===== src/rtl/knmd_pkg.sv =====
// ----------------------------------------------------------------------------
// knmd_pkg
// Shared widths and types of the keyword nearest Manhattan distance block.
// ----------------------------------------------------------------------------
package knmd_pkg;

   localparam int MAX_POINTS = 64;
   localparam int KEYWORDS   = 16;
   localparam int COORD_W    = 16;

   localparam int ADDR_W     = $clog2(MAX_POINTS);
   localparam int KW_IDX_W   = 4;
   localparam int CNT_W      = 7;
   localparam int DIST_W     = COORD_W + 1;

   localparam logic CMD_LOAD  = 1'b0;
   localparam logic CMD_QUERY = 1'b1;

   // One stored point, as held in the point memory
   typedef struct packed {
      logic [KEYWORDS-1:0] kw_mask;
      logic [COORD_W-1:0]  y;
      logic [COORD_W-1:0]  x;
   } point_type;

   // Sequencer controls towards the distance unit
   typedef struct packed {
      logic                clear;
      logic                load_q;
      logic [KW_IDX_W-1:0] kw_index;
   } dist_ctl_type;

   // Distance unit status back to the sequencer
   typedef struct packed {
      logic              busy;
      logic              found;
      logic [DIST_W-1:0] best;
   } dist_sts_type;

endpackage


===== src/rtl/knmd_point_mem.sv =====
// ----------------------------------------------------------------------------
// knmd_point_mem
// Point table: one write port, one read port with registered read data.
// ----------------------------------------------------------------------------
module knmd_point_mem (
   input  logic                       clock,
   input  logic                       wr_en,
   input  logic [knmd_pkg::ADDR_W-1:0] wr_addr,
   input  knmd_pkg::point_type        wr_data,
   input  logic [knmd_pkg::ADDR_W-1:0] rd_addr,
   output knmd_pkg::point_type        rd_data
);

   knmd_pkg::point_type mem [knmd_pkg::MAX_POINTS];
   knmd_pkg::point_type rd_data_ff;

   // Write one slot
   always_ff @(posedge clock) begin
      if (wr_en) begin
         mem[wr_addr] <= wr_data;
      end
   end

   // Read one slot every cycle
   always_ff @(posedge clock) begin
      rd_data_ff <= mem[rd_addr];
   end

   assign rd_data = rd_data_ff;

endmodule


===== src/rtl/knmd_dist_unit.sv =====
// ----------------------------------------------------------------------------
// knmd_dist_unit
// Two-stage distance datapath: Manhattan distance of each scanned point,
// then a running minimum over the points that hold the keyword.
// ----------------------------------------------------------------------------
module knmd_dist_unit (
   input  logic                   clock,
   input  logic                   reset,
   input  knmd_pkg::dist_ctl_type ctl,
   input  logic                   rd_vld,
   input  knmd_pkg::point_type    rd_data,
   output knmd_pkg::dist_sts_type sts
);

   logic [knmd_pkg::COORD_W-1:0]  qx_ff, qx_in;
   logic [knmd_pkg::COORD_W-1:0]  qy_ff, qy_in;
   logic [knmd_pkg::KW_IDX_W-1:0] kw_ff, kw_in;
   logic [knmd_pkg::DIST_W-1:0]   d_ff, d_in;
   logic                          hit_ff, hit_in;
   logic                          dvld_ff, dvld_in;
   logic [knmd_pkg::DIST_W-1:0]   best_ff, best_in;
   logic                          found_ff, found_in;
   logic [knmd_pkg::COORD_W-1:0]  ax, ay;
   logic                          kw_ok;

   // Hold the query point and keyword
   always_comb begin
      qx_in = ctl.load_q ? rd_data.x : qx_ff;
      qy_in = ctl.load_q ? rd_data.y : qy_ff;
      kw_in = ctl.clear ? ctl.kw_index : kw_ff;
   end

   // Stage one: distance and keyword hit of the point just read
   always_comb begin
      ax      = (qx_ff >= rd_data.x) ? (qx_ff - rd_data.x) : (rd_data.x - qx_ff);
      ay      = (qy_ff >= rd_data.y) ? (qy_ff - rd_data.y) : (rd_data.y - qy_ff);
      kw_ok   = (32'(kw_ff) < knmd_pkg::KEYWORDS);
      d_in    = knmd_pkg::DIST_W'(ax) + knmd_pkg::DIST_W'(ay);
      hit_in  = kw_ok && rd_data.kw_mask[kw_ff];
      dvld_in = rd_vld && !ctl.clear;
   end

   // Stage two: keep the smallest distance seen
   always_comb begin
      best_in  = best_ff;
      found_in = found_ff;
      if (ctl.clear) begin
         found_in = 1'b0;
      end else if (dvld_ff && hit_ff && (!found_ff || (d_ff < best_ff))) begin
         best_in  = d_ff;
         found_in = 1'b1;
      end
   end

   always_ff @(posedge clock) begin
      if (reset) begin
         dvld_ff  <= 1'b0;
         found_ff <= 1'b0;
      end else begin
         dvld_ff  <= dvld_in;
         found_ff <= found_in;
      end
   end

   always_ff @(posedge clock) begin
      qx_ff   <= qx_in;
      qy_ff   <= qy_in;
      kw_ff   <= kw_in;
      d_ff    <= d_in;
      hit_ff  <= hit_in;
      best_ff <= best_in;
   end

   assign sts.busy  = dvld_ff;
   assign sts.found = found_ff;
   assign sts.best  = best_ff;

endmodule


===== src/rtl/keyword_nearest_manhattan_distance.sv =====
// ----------------------------------------------------------------------------
// keyword_nearest_manhattan_distance
// Keyword nearest neighbour search under the Manhattan metric.
//
// A load beat (req_tuser = 0) writes x, y and keyword mask into one slot of
// the point table and gives no result. A query beat (req_tuser = 1) names a
// stored point and a keyword and returns one rsp beat: the smallest
// |dx|+|dy| from that point to any point among the first point_count slots
// that holds the keyword, 0 when the queried point holds it itself, and
// rsp_tuser = 1 with distance 0 when none does. When the queried point holds
// the keyword or point_count is zero, no scan is run. Otherwise the scan reads
// the point memory once per slot through its single read port, one slot per
// cycle, up to MAX_POINTS = 64. req_tready stays low while a query runs. A
// stalled receiver holds the output register; a further query is still taken
// and scanned, then holds in its last step with req_tready low until the
// waiting result is taken. Reset clears control state and sets point_count
// to 1; the table is undefined until loaded. csr writes must be made only
// while the block is idle; the block itself does not enforce it.
// ----------------------------------------------------------------------------
module keyword_nearest_manhattan_distance (
   input  logic        clock,
   input  logic        reset,
   // Request channel
   input  logic        req_tvalid,
   output logic        req_tready,
   // tdata: slot_index[5:0], x_coord[21:6], y_coord[37:22],
   //        keyword_mask[53:38], keyword_index[57:54], zero[63:58]
   input  logic [63:0] req_tdata,
   // tuser: command
   input  logic        req_tuser,
   // Response channel
   output logic        rsp_tvalid,
   input  logic        rsp_tready,
   // tdata: distance[16:0], zero[23:17]
   output logic [23:0] rsp_tdata,
   // tuser: none_found
   output logic        rsp_tuser,
   // Configuration
   input  logic        csr_wr_en,
   input  logic [6:0]  csr_wr_data
);

   localparam logic [1:0] ST_IDLE = 2'd0;
   localparam logic [1:0] ST_OWN  = 2'd1;
   localparam logic [1:0] ST_SCAN = 2'd2;
   localparam logic [1:0] ST_DONE = 2'd3;

   localparam int AW = knmd_pkg::ADDR_W;
   localparam int CW = knmd_pkg::CNT_W;
   localparam int DW = knmd_pkg::DIST_W;

   logic [1:0]                    state_ff, state_in;
   logic [CW-1:0]                 point_count_ff, point_count_in;
   logic [CW-1:0]                 limit_ff, limit_in;
   logic [CW-1:0]                 idx_ff, idx_in;
   logic [knmd_pkg::KW_IDX_W-1:0] kw_ff, kw_in;
   logic                          own_ff, own_in;
   logic                          rd_vld_ff, rd_vld_in;
   logic                          rsp_vld_ff, rsp_vld_in;
   logic [DW-1:0]                 rsp_dist_ff, rsp_dist_in;
   logic                          rsp_none_ff, rsp_none_in;

   logic                          req_acc;
   logic                          is_query;
   logic [AW-1:0]                 req_slot;
   logic [knmd_pkg::KW_IDX_W-1:0] req_kw;
   logic                          mem_we;
   knmd_pkg::point_type           wr_point;
   logic [AW-1:0]                 rd_addr;
   knmd_pkg::point_type           rd_point;
   logic                          scan_issue;
   logic                          out_free;
   logic                          own_hit;
   knmd_pkg::dist_ctl_type        ctl;
   knmd_pkg::dist_sts_type        sts;

   // Unpack the request beat
   assign req_slot = req_tdata[5:0];
   assign req_kw   = req_tdata[57:54];
   assign wr_point.x       = req_tdata[21:6];
   assign wr_point.y       = req_tdata[37:22];
   assign wr_point.kw_mask = req_tdata[53:38];

   assign req_tready = (state_ff == ST_IDLE);
   assign req_acc    = req_tvalid && req_tready;
   assign is_query   = (req_tuser == knmd_pkg::CMD_QUERY);
   assign mem_we     = req_acc && (req_tuser == knmd_pkg::CMD_LOAD)
                       && (32'(req_slot) < knmd_pkg::MAX_POINTS);

   // Issue the next scan read while slots remain
   assign scan_issue = (state_ff == ST_SCAN) && (idx_ff < limit_ff);
   assign rd_addr    = (state_ff == ST_IDLE) ? req_slot : idx_ff[AW-1:0];
   assign out_free   = !rsp_vld_ff || rsp_tready;
   assign own_hit    = (32'(kw_ff) < knmd_pkg::KEYWORDS) && rd_point.kw_mask[kw_ff];

   assign ctl.clear    = req_acc && is_query;
   assign ctl.load_q   = (state_ff == ST_OWN);
   assign ctl.kw_index = req_kw;

   knmd_point_mem u_mem (
      .clock   (clock),
      .wr_en   (mem_we),
      .wr_addr (req_slot),
      .wr_data (wr_point),
      .rd_addr (rd_addr),
      .rd_data (rd_point)
   );

   knmd_dist_unit u_dist (
      .clock   (clock),
      .reset   (reset),
      .ctl     (ctl),
      .rd_vld  (rd_vld_ff),
      .rd_data (rd_point),
      .sts     (sts)
   );

   // Sequencer: own point check, slot scan, hand over to the output register
   always_comb begin
      state_in       = state_ff;
      point_count_in = csr_wr_en ? csr_wr_data : point_count_ff;
      limit_in       = limit_ff;
      idx_in         = idx_ff;
      kw_in          = kw_ff;
      own_in         = own_ff;
      rd_vld_in      = scan_issue;
      rsp_vld_in     = rsp_vld_ff && !rsp_tready;
      rsp_dist_in    = rsp_dist_ff;
      rsp_none_in    = rsp_none_ff;
      case (state_ff)
         ST_IDLE: begin
            if (req_acc && is_query) begin
               kw_in    = req_kw;
               limit_in = (32'(point_count_ff) > knmd_pkg::MAX_POINTS)
                          ? CW'(knmd_pkg::MAX_POINTS) : point_count_ff;
               state_in = ST_OWN;
            end
         end
         ST_OWN: begin
            own_in = own_hit;
            idx_in = '0;
            if (own_hit || (limit_ff == '0)) begin
               state_in = ST_DONE;
            end else begin
               state_in = ST_SCAN;
            end
         end
         ST_SCAN: begin
            if (scan_issue) begin
               idx_in = idx_ff + 1'b1;
            end else if (!rd_vld_ff && !sts.busy) begin
               state_in = ST_DONE;
            end
         end
         ST_DONE: begin
            if (out_free) begin
               rsp_vld_in  = 1'b1;
               rsp_none_in = !(own_ff || sts.found);
               rsp_dist_in = (!own_ff && sts.found) ? sts.best : '0;
               state_in    = ST_IDLE;
            end
         end
         default: begin
            state_in = ST_IDLE;
         end
      endcase
   end

   always_ff @(posedge clock) begin
      if (reset) begin
         state_ff       <= ST_IDLE;
         point_count_ff <= CW'(1);
         rd_vld_ff      <= 1'b0;
         rsp_vld_ff     <= 1'b0;
      end else begin
         state_ff       <= state_in;
         point_count_ff <= point_count_in;
         rd_vld_ff      <= rd_vld_in;
         rsp_vld_ff     <= rsp_vld_in;
      end
   end

   always_ff @(posedge clock) begin
      limit_ff    <= limit_in;
      idx_ff      <= idx_in;
      kw_ff       <= kw_in;
      own_ff      <= own_in;
      rsp_dist_ff <= rsp_dist_in;
      rsp_none_ff <= rsp_none_in;
   end

   assign rsp_tvalid = rsp_vld_ff;
   assign rsp_tdata  = {(24 - DW)'(0), rsp_dist_ff};
   assign rsp_tuser  = rsp_none_ff;

   // The scan pipeline has drained before a result is handed over
   a_drained: assert property (@(posedge clock) disable iff (reset)
      (state_ff == ST_DONE) |-> (!rd_vld_ff && !sts.busy))
      else $error("result taken while scan reads in flight");

   // Scan reads happen only while scanning
   a_rd_in_scan: assert property (@(posedge clock) disable iff (reset)
      rd_vld_ff |-> (state_ff == ST_SCAN))
      else $error("scan read outside scan state");

   // The own point check follows a query acceptance
   a_own_after_query: assert property (@(posedge clock) disable iff (reset)
      (req_acc && is_query) |=> (state_ff == ST_OWN))
      else $error("query not followed by own point check");

   // A none result carries distance zero
   a_none_zero: assert property (@(posedge clock) disable iff (reset)
      (rsp_vld_ff && rsp_none_ff) |-> (rsp_dist_ff == '0))
      else $error("none result with non-zero distance");

   // Scan index never passes the searched count
   a_idx_bound: assert property (@(posedge clock) disable iff (reset)
      (state_ff == ST_SCAN) |-> (idx_ff <= limit_ff))
      else $error("scan index beyond count");

endmodule


===== config.mk =====
export PLATFORM = sky130hd
export DESIGN_NAME = keyword_nearest_manhattan_distance
export DESIGN_NICKNAME = d
export VERILOG_FILES = /design/src/rtl/knmd_pkg.sv /design/src/rtl/knmd_point_mem.sv /design/src/rtl/knmd_dist_unit.sv /design/src/rtl/keyword_nearest_manhattan_distance.sv
export SDC_FILE = /design/constraint.sdc
export NUM_CORES = 2
export LEC_CHECK = 0
export BUFFER_PORTS_ARGS = -buffer_cell sky130_fd_sc_hd__buf_2
export CAP_MARGIN = 20
export CORE_MARGIN = 5
export CORE_UTILIZATION = 50
export CTS_CLUSTER_DIAMETER = 80
export DETAILED_ROUTE_END_ITERATION = 10
export PLACE_DENSITY = 0.64
export REMOVE_ABC_BUFFERS = 1
export SLEW_MARGIN = 25
export SYNTH_ARGS = -nofsm -noshare
export SYNTH_HDL_FRONTEND = slang
export SYNTH_HIERARCHICAL = 1
export SYNTH_SLANG_ARGS = --single-unit

===== constraint.sdc =====
create_clock -name clock -period 5.6 [get_ports clock]
set_input_delay 0.84 -clock clock [delete_from_list [all_inputs] [get_ports clock]]
set_output_delay 0.84 -clock clock [all_outputs]
set_load 0.005 [all_outputs]

### After elaboration in Yosys (flattened, before gate mapping)

Memories as Yosys holds them, arrays and structs flattened. A register that Yosys moved wholly into a read port is not among the register bits.
Cells that the tools add are included.

* add/sub/neg operators: 6
* multipliers: 0
* divide/modulo/power cells: 0
* magnitude comparators: 7
* eq/ne operators: 8
* shift operators: 0
* mux-type cells: 19
* bitwise gates (word level): 2
* reductions and logical operators: 31

Operators by type and width (count)
* 16-bit subtractor: 4
* 16-bit >= comparator: 2
* 16-bit two-way mux: 2
* 16-bit by 16-bit adder with 17-bit output: 1
* 17-bit less-than comparator: 1
* 7-bit case mux with 2 select lines: 1
* 1-bit logical AND: 10
* 4-bit by 5-bit less-than comparator with 1-bit output (second input constant): 2
* 1-bit binary-select mux with 4-bit select: 2
* 1-bit logical NOT: 8
* 2-bit two-way mux: 4
* 2-bit case mux with 4 select lines: 1
* 2-bit AND reduction: 4
* 7-bit by 1-bit adder with 7-bit output (second input constant): 1
* 7-bit > comparator (second input constant): 1
* 7-bit logical NOT: 1
* 7-bit less-than comparator: 1
* 1-bit two-way mux: 7
* 7-bit two-way mux: 1
* 6-bit two-way mux: 1
* 2-bit inequality test (second input constant): 3
* 2-bit equality test (second input constant): 2
* 1-bit logical OR: 4
* 2-bit by 1-bit inequality test with 1-bit output (second input constant): 2
* other kinds (6): 7

* bits in registers: 121
* latch bits: 0
* bits in writable memories: 3072
* memory bits (read-only): 0
* bits of input ports: 77
* output and inout bits: 27
* logic and storage cells: 92
* memories: 1

Memories
* u_mem.mem: depth 64, width 48, rd ports 1, clocked after Yosys merged registers in 1, write ports 1, RTL line knmd_point_mem.sv:14 `knmd_pkg::point_type mem [knmd_pkg::MAX_POINTS];`

### Depth between registers and ports, before layout

* depth after elaboration: 5
* gate-level depth with buffers: 21
* depth with buffers taken out: 19

### Hierarchy

The synthesis kept the hierarchy.

By module, submodules not included
* knmd_point_mem: times used 1, cells each 4970, area each 117117.3 sq um, seq. area each 93209.4 sq um
* knmd_dist_unit: times used 1, cells each 657, area each 6194.7 sq um, seq. area each 1991.9 sq um
* keyword_nearest_manhattan_distance: times used 1, cells each 195, area each 2408.6 sq um, seq. area each 1331.3 sq um

### Least setup slack after synthesis

Ideal clock, no wire load.

* path kind: in2reg
* start point: input port req_tvalid
* end point: memory u_mem/mem[48][0] in the netlist's numbering (enable)
* library setup time: 0.513 ns
* arrival time: 4.764 ns
* data required time: 5.087 ns
* path slack: 0.324 ns
* stages: 5
* path buffers: 0
* path through: nand2_1 nor2_1 nor2b_1 nand4b_1 nor3_1

* longest elaborated chain between the ends: 4

Ends and longest elaborated chain
* start: declaration: RTL line keyword_nearest_manhattan_distance.sv:24 `input logic req_tvalid,`
* 1-bit logical AND: RTL line keyword_nearest_manhattan_distance.sv:85 `assign req_acc = req_tvalid && req_tready;`
* 1-bit logical AND: RTL line keyword_nearest_manhattan_distance.sv:87 `assign mem_we = req_acc && (req_tuser == knmd_pkg::CMD_LOAD)`
* named net mem_we: RTL line keyword_nearest_manhattan_distance.sv:67 `logic mem_we;`
* 1-bit two-way mux: RTL line knmd_point_mem.sv:19 `if (wr_en) begin`
* 1-bit two-way mux (not written as such): RTL line knmd_point_mem.sv:20 `mem[wr_addr] <= wr_data;`
* end: declaration: RTL line knmd_point_mem.sv:14

The timed path passes the listed nets, and every way through them passes these cells.

### Worst setup path in the final report

* start point: register u_dist/qy_ff[0] in the netlist's numbering
* end point: register u_dist/d_ff[16] in the netlist's numbering

* longest elaborated chain between the ends: 3
* elaborated cells on any way between the ends: 5
* classes of those cells: add/sub (3); order compare (1); mux (1)

Ends and longest elaborated chain
* start: declaration: RTL line knmd_dist_unit.sv:16 `logic [knmd_pkg::COORD_W-1:0] qy_ff, qy_in;`
* start signal: assignment: RTL line knmd_dist_unit.sv:67 `qy_ff <= qy_in;`
* 16-bit subtractor / 16-bit >= comparator (equally long branches): RTL line knmd_dist_unit.sv:36 `ay = (qy_ff >= rd_data.y) ? (qy_ff - rd_data.y) : (rd_data.y - qy_ff);`
* 16-bit two-way mux *: RTL line knmd_dist_unit.sv:36
* 16-bit by 16-bit adder with 17-bit output *: RTL line knmd_dist_unit.sv:38 `d_in = knmd_pkg::DIST_W'(ax) + knmd_pkg::DIST_W'(ay);`
* named net u_dist.d_in, one bit: RTL line knmd_dist_unit.sv:18 `logic [knmd_pkg::DIST_W-1:0] d_ff, d_in;`
* end signal: assignment: RTL line knmd_dist_unit.sv:69 `d_ff <= d_in;`
* end: declaration: RTL line knmd_dist_unit.sv:18

The timed path passes the listed nets; every way through them passes the cells marked *.
A chain may end at the register's enable or synchronous reset.

==> results.ini <==
[timing]
maxSlewHeadroom = 0.299
slew_viol_final = 0
min_period_over_period = 0.867
period_minus_slack_ns = 4.86
hold_viol_final = 0
fmax_mhz = 206
tightest_slew_ns = 1.05
setup_viol = 0
rsz0062_at_grt = no
skew_ns = 0.0740

[critical_path]
cp_max_fo = 13
path_cells = inv_1, ha_1, inv_1, fa_1, a211oi_1, o21bai_1, a21oi_1, o211ai_1, a211o_1, buf_4, mux2i_1, xnor2_1, ha_1, a21oi_1, o21ai_0, a31oi_1, o21ai_0, a221o_1, a31o_2
crit_required_ns = 6.41
crit_path_end_kind = flop
critPathArrivalTime_ns = 5.67
max_stage_delay_ns = 0.42
critPathKind = reg2reg
worst_path_max_delay_cell = fa_1
cp-start-kind = flop

[synth]
ys.flop_type = edfxtp_1
synth-async-reset-ratio = 0
synth_edf_count = 3162
synth_seq_cells = 3241
syn_inst = 5822
synth_cell_types = 64
syn_avg_cell_area_um2 = 21.6
yosys_warnings = 6
synth_seq_area_share = 0.768
synth.cell_area_mm2 = 0.126

[clock_network]
cts_resized = 0
cts_tree = done
cts_max_path_buffers = 4
cts_buffers = 340
path_clk_slew_ns = 0.06
postCtsHoldBufs = 0
post_cts_buffers = 0
root_buffer = clkbuf_16
clk_latency_ns = 0.99
cts.sinks = 3241
htreeDepth = 5

[routing]
antenna_left = 0
routed_wl_mm = 334
drc = 0
vias = 63750
first_pass_iters = 8
drt_iter0_drc = 8159
vias_per_cell = 6.50
wire_per_inst_um = 34.1

[floorplanning]
die_w_um = 511
die_h_um = 511
core-area_mm2 = 0.251
initial_utilization = 0.501
fp-row-count = 184
ioPinCount = 104
die-area_mm2 = 0.262

[global_routing]
grt_max_degree = 96
grt.overflow.total = 0
antenna_found_initial = 26
grt_pass1_vias = 63130
grt.total_usage = 0.253
grt_pass1_wl_mm = 474

[finish]
final_util = 0.568
drive_gt1_frac = 0.260
multi_input_area_mm2 = 0.0277
n_fill_cell = 18247
nets = 6383
final_cell_area_mm2 = 0.142
layout.cells.non_filler = 9804
area_growth_pct = 13.3
ff_latch_area_mm2 = 0.0965

[place]
globalplace.congestion = 0.847
place_inst = 9200
hpwl_mm = 185
portBuffers = 90
placed_cell_area_mm2 = 0.132

[status]
status = finished, final reports clean

[pwr]
irDropWorstVdd_mv = 0.487
leakage_nw = 45.5
powerDensity_mw_per_mm2 = 519

[min_path]
worst_hold_path_type = in2reg

[job]
max-cap-violations = 0

==> layout make-up <==
cell class | instances | area share
sequential | 3241 | 0.678
multi-input combinational | 2159 | 0.195
clock buffer | 437 | 0.0636
tap | 3348 | 0.0294
timing repair buffer | 344 | 0.0223
clock inverter | 159 | 0.00948
inverter | 109 | 0.00287
antenna | 7 | 0.000123
==> stage by stage <==
stage	power (W)	worst slack (ns)	hold slack (ns)	TNS [ns]
CTS	0.0743	0.734	0.0645	0
global placement	0.0529	0.712	0.413	0
floorplan	0.0440	-14.25	0.400	-681.58
finish	0.0739	0.744	0.135	0
detailed placement	0.0530	0.749	0.417	0
global route	0.0770	0.357	0.105	0
==> cell usage after synthesis, types with 7 or more instances <==
library cell  count  area share
a211oi_1         40      0.0024
buf_2           104      0.0041
nor3_1            8     0.00032
o21a_1           10     0.00060
inv_1           109      0.0033
nand4_1          15     0.00075
nor2_1          171      0.0051
dfxtp_1          79       0.013
a22oi_1          73      0.0044
and2_1           26      0.0013
nor2b_1          42      0.0021
nand2b_1         15     0.00075
edfxtp_1       3162        0.76
mux4_2          761        0.14
and3_1           10     0.00050
a21oi_1         147      0.0059
xor2_1           19      0.0013
nand3_1          14     0.00056
mux2i_1          91      0.0072
buf_4            71      0.0042
a21o_1           42      0.0025
xnor2_1          28      0.0020
mux2_2           20      0.0018
buf_6            12      0.0011
nand3b_1          7     0.00042
a22o_1           57      0.0040
nand2_1          83      0.0025
buf_1            13     0.00039
clkbuf_1        118      0.0035
a311oi_1         11     0.00077
o22ai_1         122      0.0061
o21bai_1         13     0.00078
o221ai_1         31      0.0022
a221oi_1         87      0.0061
o21ai_0          37      0.0015
ha_1            106       0.011
==> state kept, by name, summed over array words and instances (netlist names) <==
name             flops
u_dist/qy_ff        16
rsp_tvalid           1
idx_ff               7
kw_ff                4
own_ff               1
u_dist/qx_ff        16
limit_ff             7
point_count_ff       7
u_dist/best_ff      17
rd_vld_ff            1
u_dist/hit_ff        1
rsp_dist_ff         17
u_dist/kw_ff         4
state_ff             2
u_mem/rd_data       48
rsp_tuser            1
u_mem/mem         3072
u_dist/found_ff      1
u_dist/dvld_ff       1
u_dist/d_ff         17
==> kinds of logic after synthesis <==
group	share of synthesized area
DFF	0.768
muxes	0.145
AOI/OAI and AO/OA	0.0400
buffers and inverters	0.0167
and+or+nand+nor	0.0155
adders and majority gates	0.0113
xor gates and xnor gates	0.00327
other	0.0000298
==> per-layer routing <==
metal	part of all wire	wire (um)	track usage
met3	0.10	34700	0.0524
met5	0.00033	110	0
met4	0.038	12600	0.0855
met1	0.39	130000	0.363
met2	0.47	156000	0.393
==> worst paths after layout <==
check | depth (start not counted) | end | slack [ns] | from
setup / recovery | 19 | u_dist/d_ff[16] | 0.74 | u_dist/qy_ff[0]
hold / removal | 2 | point_count_ff[0] | 0.14 | csr_wr_data[0]
setup reg to reg | 19 | u_dist/d_ff[16] | 0.74 | u_dist/qy_ff[0]
hold reg to reg | 0 | u_dist/qx_ff[15] | 0.43 | u_mem/rd_data[15]
==> placed cells by master, fill, tap and decap left out, types with 79 or more instances in the layout <==
master	netlist	routed
inv_1	109	109
nor2_1	171	106
o22ai_1	122	122
a221oi_1	87	87
buf_4	71	235
a21oi_1	147	147
nand2_1	83	81
ha_1	106	105
dfxtp_1	79	79
edfxtp_1	3162	3162
clkbuf_16	0	345
mux2i_1	91	91
clkbuf_1	118	84
mux4_2	761	761
==> power by group <==
part | switching [W] | internal, W
combinational | 0.0143 | 0.0106
sequential | 0.000332 | 0.0273
clock | 0.00901 | 0.0123
total | 0.0237 | 0.0503
==> worst max-delay path, delay by kind of cell, from the launching register on <==
family	cells	cell delay, ns
xor+xnor	1	0.18
mux	1	0.22
compound gates	11	2.66
fa+ha+maj	3	0.89
buf+inv	3	0.38
flops	1	0.40
Power figures use the tool's default switching activity.
